[src/rtl/dmas_pkg.sv]
`timescale 1ns / 1ps
// ----------------------------------------------------------------------------
// dmas_pkg
// Shared types and widths of the beam combiner: the per-voxel summary record
// that the accumulation front end hands to the normalization back end.
// ----------------------------------------------------------------------------
package dmas_pkg;

    localparam int SAMPLE_W = 16;
    localparam int WEIGHT_W = 17;
    localparam int PREFIX_W = 23;
    localparam int PAIR_W   = 44;
    localparam int ENERGY_W = 38;
    localparam int OUT_W    = 48;
    localparam int COUNT_W  = 7;
    localparam int CF_W     = 17;

    localparam logic [1:0] CFG_COMBINE_MODE = 2'd0;
    localparam logic [1:0] CFG_COHERENCE    = 2'd1;
    localparam logic [1:0] CFG_STREAM_COUNT = 2'd2;

    typedef struct packed {
        logic                       mode;
        logic                       coh;
        logic [COUNT_W-1:0]         n;
        logic signed [PREFIX_W-1:0] ps_re;
        logic signed [PREFIX_W-1:0] ps_im;
        logic signed [PAIR_W-1:0]   pair_re;
        logic signed [PAIR_W-1:0]   pair_im;
        logic [ENERGY_W-1:0]        energy;
    } voxel_t;

endpackage

[src/rtl/dmas_queue.sv]
`timescale 1ns / 1ps
// ----------------------------------------------------------------------------
// dmas_queue
// Two-entry queue of voxel summaries between front end and back end.
// ----------------------------------------------------------------------------
module dmas_queue (
    input  logic            aclk,
    input  logic            aresetn,
    input  logic            push,
    input  dmas_pkg::voxel_t push_data,
    output logic            full,
    input  logic            pop,
    output logic            not_empty,
    output dmas_pkg::voxel_t pop_data
);

    dmas_pkg::voxel_t entry_reg [2];
    logic       wr_ptr_reg;
    logic       rd_ptr_reg;
    logic [1:0] count_reg;

    assign full      = (count_reg == 2'd2);
    assign not_empty = (count_reg != 2'd0);
    assign pop_data  = entry_reg[rd_ptr_reg];

    always_ff @(posedge aclk) begin
        if (push) begin
            entry_reg[wr_ptr_reg] <= push_data;
        end
    end

    always_ff @(posedge aclk) begin
        if (!aresetn) begin
            wr_ptr_reg <= 1'b0;
            rd_ptr_reg <= 1'b0;
            count_reg  <= 2'd0;
        end else begin
            if (push) begin
                wr_ptr_reg <= ~wr_ptr_reg;
            end
            if (pop) begin
                rd_ptr_reg <= ~rd_ptr_reg;
            end
            if (push && !pop) begin
                count_reg <= count_reg + 2'd1;
            end else if (pop && !push) begin
                count_reg <= count_reg - 2'd1;
            end
        end
    end

endmodule

[config.mk]
export PLATFORM = sky130hd
export DESIGN_NAME = dmas_queue
export DESIGN_NICKNAME = d
export VERILOG_FILES = /design/src/rtl/dmas_pkg.sv /design/src/rtl/dmas_queue.sv
export SDC_FILE = /design/constraint.sdc
export NUM_CORES = 1
export LEC_CHECK = 0
export BUFFER_PORTS_ARGS = -buffer_cell sky130_fd_sc_hd__buf_2
export CORE_UTILIZATION = 47
export CTS_CLUSTER_DIAMETER = 120
export CTS_CLUSTER_SIZE = 30
export DETAILED_ROUTE_END_ITERATION = 7
export PLACE_DENSITY = 0.76
export SYNTH_ARGS = -nofsm -noshare
export SYNTH_HDL_FRONTEND = slang
export SYNTH_SLANG_ARGS = --single-unit
[constraint.sdc]
create_clock -name aclk -period 10.13 [get_ports aclk]
set_input_delay 1.5195 -clock aclk [delete_from_list [all_inputs] [get_ports aclk]]
set_output_delay 1.5195 -clock aclk [all_outputs]
set_load 0.03 [all_outputs]
==> flow_summary.ini <==
[sta]
tns_ps = 0
clock-skew-final_ps = 23.1
fmax_mhz = 208
rsz0062_at_grt = false
whs_ps = 530
fin_crit_sh_pct = 47.6
worstMarginPinSlew_ps = 1110
hold_viol = 0
relSlewSlack_pct = 26.1
finalSetupViolations = 0
finalMaxSlewViolations = 0
post-route-min-period_ps = 4820

[place]
dp_cells = 1318
routabilityCongestion = 0.730
postPlaceCellArea_mm2 = 0.0158
io_buffer_count = 367
hpwlAfterDp_mm = 17.7

[cells_and_area]
largest_register_ffs = 362
fill_cells = 2108
final_nets = 1144
finalNonFillerCells = 1350
multi_input_area_mm2 = 0.00250
areaGrowthSynthToFinish_pct = 19.9
drive_above_1_share_pct = 59.7
final_area_mm2 = 0.0164
seq_area_mm2 = 0.0110

[global_routing]
grt_pass1_vias = 6571
grt_max_degree = 83
antenna_found_initial = 7
grt_overflow = 0
grt-busiest-layer = met2
grt.total_usage_pct = 16.1
use_met2_pct = 30.1
grtUsageMet1_pct = 17.6
met3_usage_pct = 5.49
grt_pass1_wl_mm = 36.2

[pwr]
power.switching_mw = 0.746
p_clk_share_pct = 25.1
pwr-share-seq_pct = 59.2
pwr-share-comb_pct = 15.7
powerDensity_mw_per_mm2 = 184
internal_power_mw = 2.26
p_total_mw = 3.00
p_leak_nw = 6.24
vdd_drop_max_mv = 0.164
p_sw_share_pct = 24.8

[yosys]
yosysTopAreaCell = edfxtp_1
synth_nets = 771
synth_most_common_cell = edfxtp_1
synth.yosys.seq_area_share_pct = 80.5
synthTopCellsByArea = edfxtp_1 80%, mux2_4 9.9%, mux2_2 7.5%, buf_6 0.91%, dfxtp_1 0.73%
avgSynthCellArea_um2 = 23.3
synth_flop_cell = edfxtp_1
postSynth.asyncResetShare_pct = 0
syn-cell-area_mm2 = 0.0136
synth_top_cell_area_share_pct = 79.7
synth-edff-count = 362
synth-seq-cells = 367
syn_inst = 585
synthDistinctLibCells = 17
yosys-top-cells-count = 362 x edfxtp_1, 91 x mux2_2, 90 x mux2_4
synth_warnings = 0

[cts]
cts.clk_slew.worst_paths_ps = 110
hold_buffers = 0
htreeDepth = 1
cts_resized = 0
cts-buffers-inserted = 16
clockRootBuffer = clkbuf_16
post_cts.repair.setup_buffers = 0
cts_tree = yes
clock_latency_ps = 500
clk_path_buf_depth = 3
clock_sink_count = 367

[floorplan]
die_h_um = 172
io_pins = 368
die_w_um = 172
rows = 61
initial_core_util_pct = 48.4
coreArea_mm2 = 0.0282
die_area_mm2 = 0.0297

[critical_path]
crit_type = reg2out
required_ps = 8610
start_kind = flop
endpoint_kind = primary output
arrival_ps = 3300
path_max_fanout = 55

[detailed_routing]
drc = 0
vias = 6669
post_drt_wl_per_cell_um = 18.9
ant_nets = 0
drtIter0Drc = 347
vias_per_cell = 4.94
drt_first_pass_iters = 4
totalWireLength_mm = 25.6

[run]
maxCapViolCount = 0

[hold_path]
hold_class = reg2reg

[status]
status = finished, final reports clean
[through the flow]
| stage | worst slack [ps] | utilization [%] |
|---|---|---|
| after floorplan | 21.0 | - |
| after global placement | 5860 | 56.3 |
| after detailed placement | 5820 | 56.3 |
| after CTS | 5240 | 58.0 |
| after global routing | 5130 | 58.0 |
| final | 5310 | 58.1 |
[kinds of logic after synthesis]
kind of cell | synth area share [%]
flops | 80.5
mux | 17.4
buf+inv | 1.27
simple gates | 0.413
compound gates | 0.147
xor+xnor | 0.193
fa+ha+maj | 0.0918
[power by group through the flow]
stage	combinational [mW]	clock (mW)	sequential (mW)
finish	0.472	0.754	1.78
global placement	0.470	0	1.81
detailed placement	0.477	0	1.81
CTS	0.478	0.782	1.78
global route	0.501	0.823	1.79
floorplan	0.343	0	1.82
[metal layers]
metal / part of all wire [%] / up-vias / wire length [µm]
met1: 37 / 3285 / 9350
met3: 10 / 36 / 2620
li1: - / 3060 / -
met5: 0.14 / - / 37
met4: 1.6 / 6 / 415
met2: 51 / 282 / 13100
[final timing paths]
path	startpoint	end	slack, ps	cells past startpoint
hold reg to reg	count_reg[1]$_SDFFE_PN0P_	count_reg[1]$_SDFFE_PN0P_	530	2
setup reg to reg	wr_ptr_reg$_SDFFE_PN0P_	entry_reg[0][6]$_DFFE_PP_	7560	3
setup / recovery	flop	pop_data[9]	5310	4
hold / removal	count_reg[1]$_SDFFE_PN0P_	count_reg[1]$_SDFFE_PN0P_	530	2
[layout make-up]
type | count | area share, %
diodes | 4 | 0.0612
repair buffers | 375 | 11.6
clock inverters | 1 | 0.184
flip-flops and latches | 367 | 67.1
inverters | 1 | 0.0230
multi-input cells | 197 | 15.3
well taps | 378 | 2.89
clock buffers | 27 | 2.83
[worst max-delay path: stages (launching register included)]
cell and delay (ps):
dfxtp_4 640, buf_4 600, buf_4 850, mux2_2 430, buf_2 180
[layout by cell type (no fill, tap or decap), types with 2 or more instances in the layout]
cell / instances
clkbuf_1: 10
diode_2: 4
xor2_1: 2
mux2_2: 91
buf_4: 8
nor2b_1: 2
edfxtp_1: 362
and2_1: 3
clkbuf_16: 17
dfxtp_1: 4
buf_2: 367
mux2_4: 90
Power figures use the tool's default switching activity.
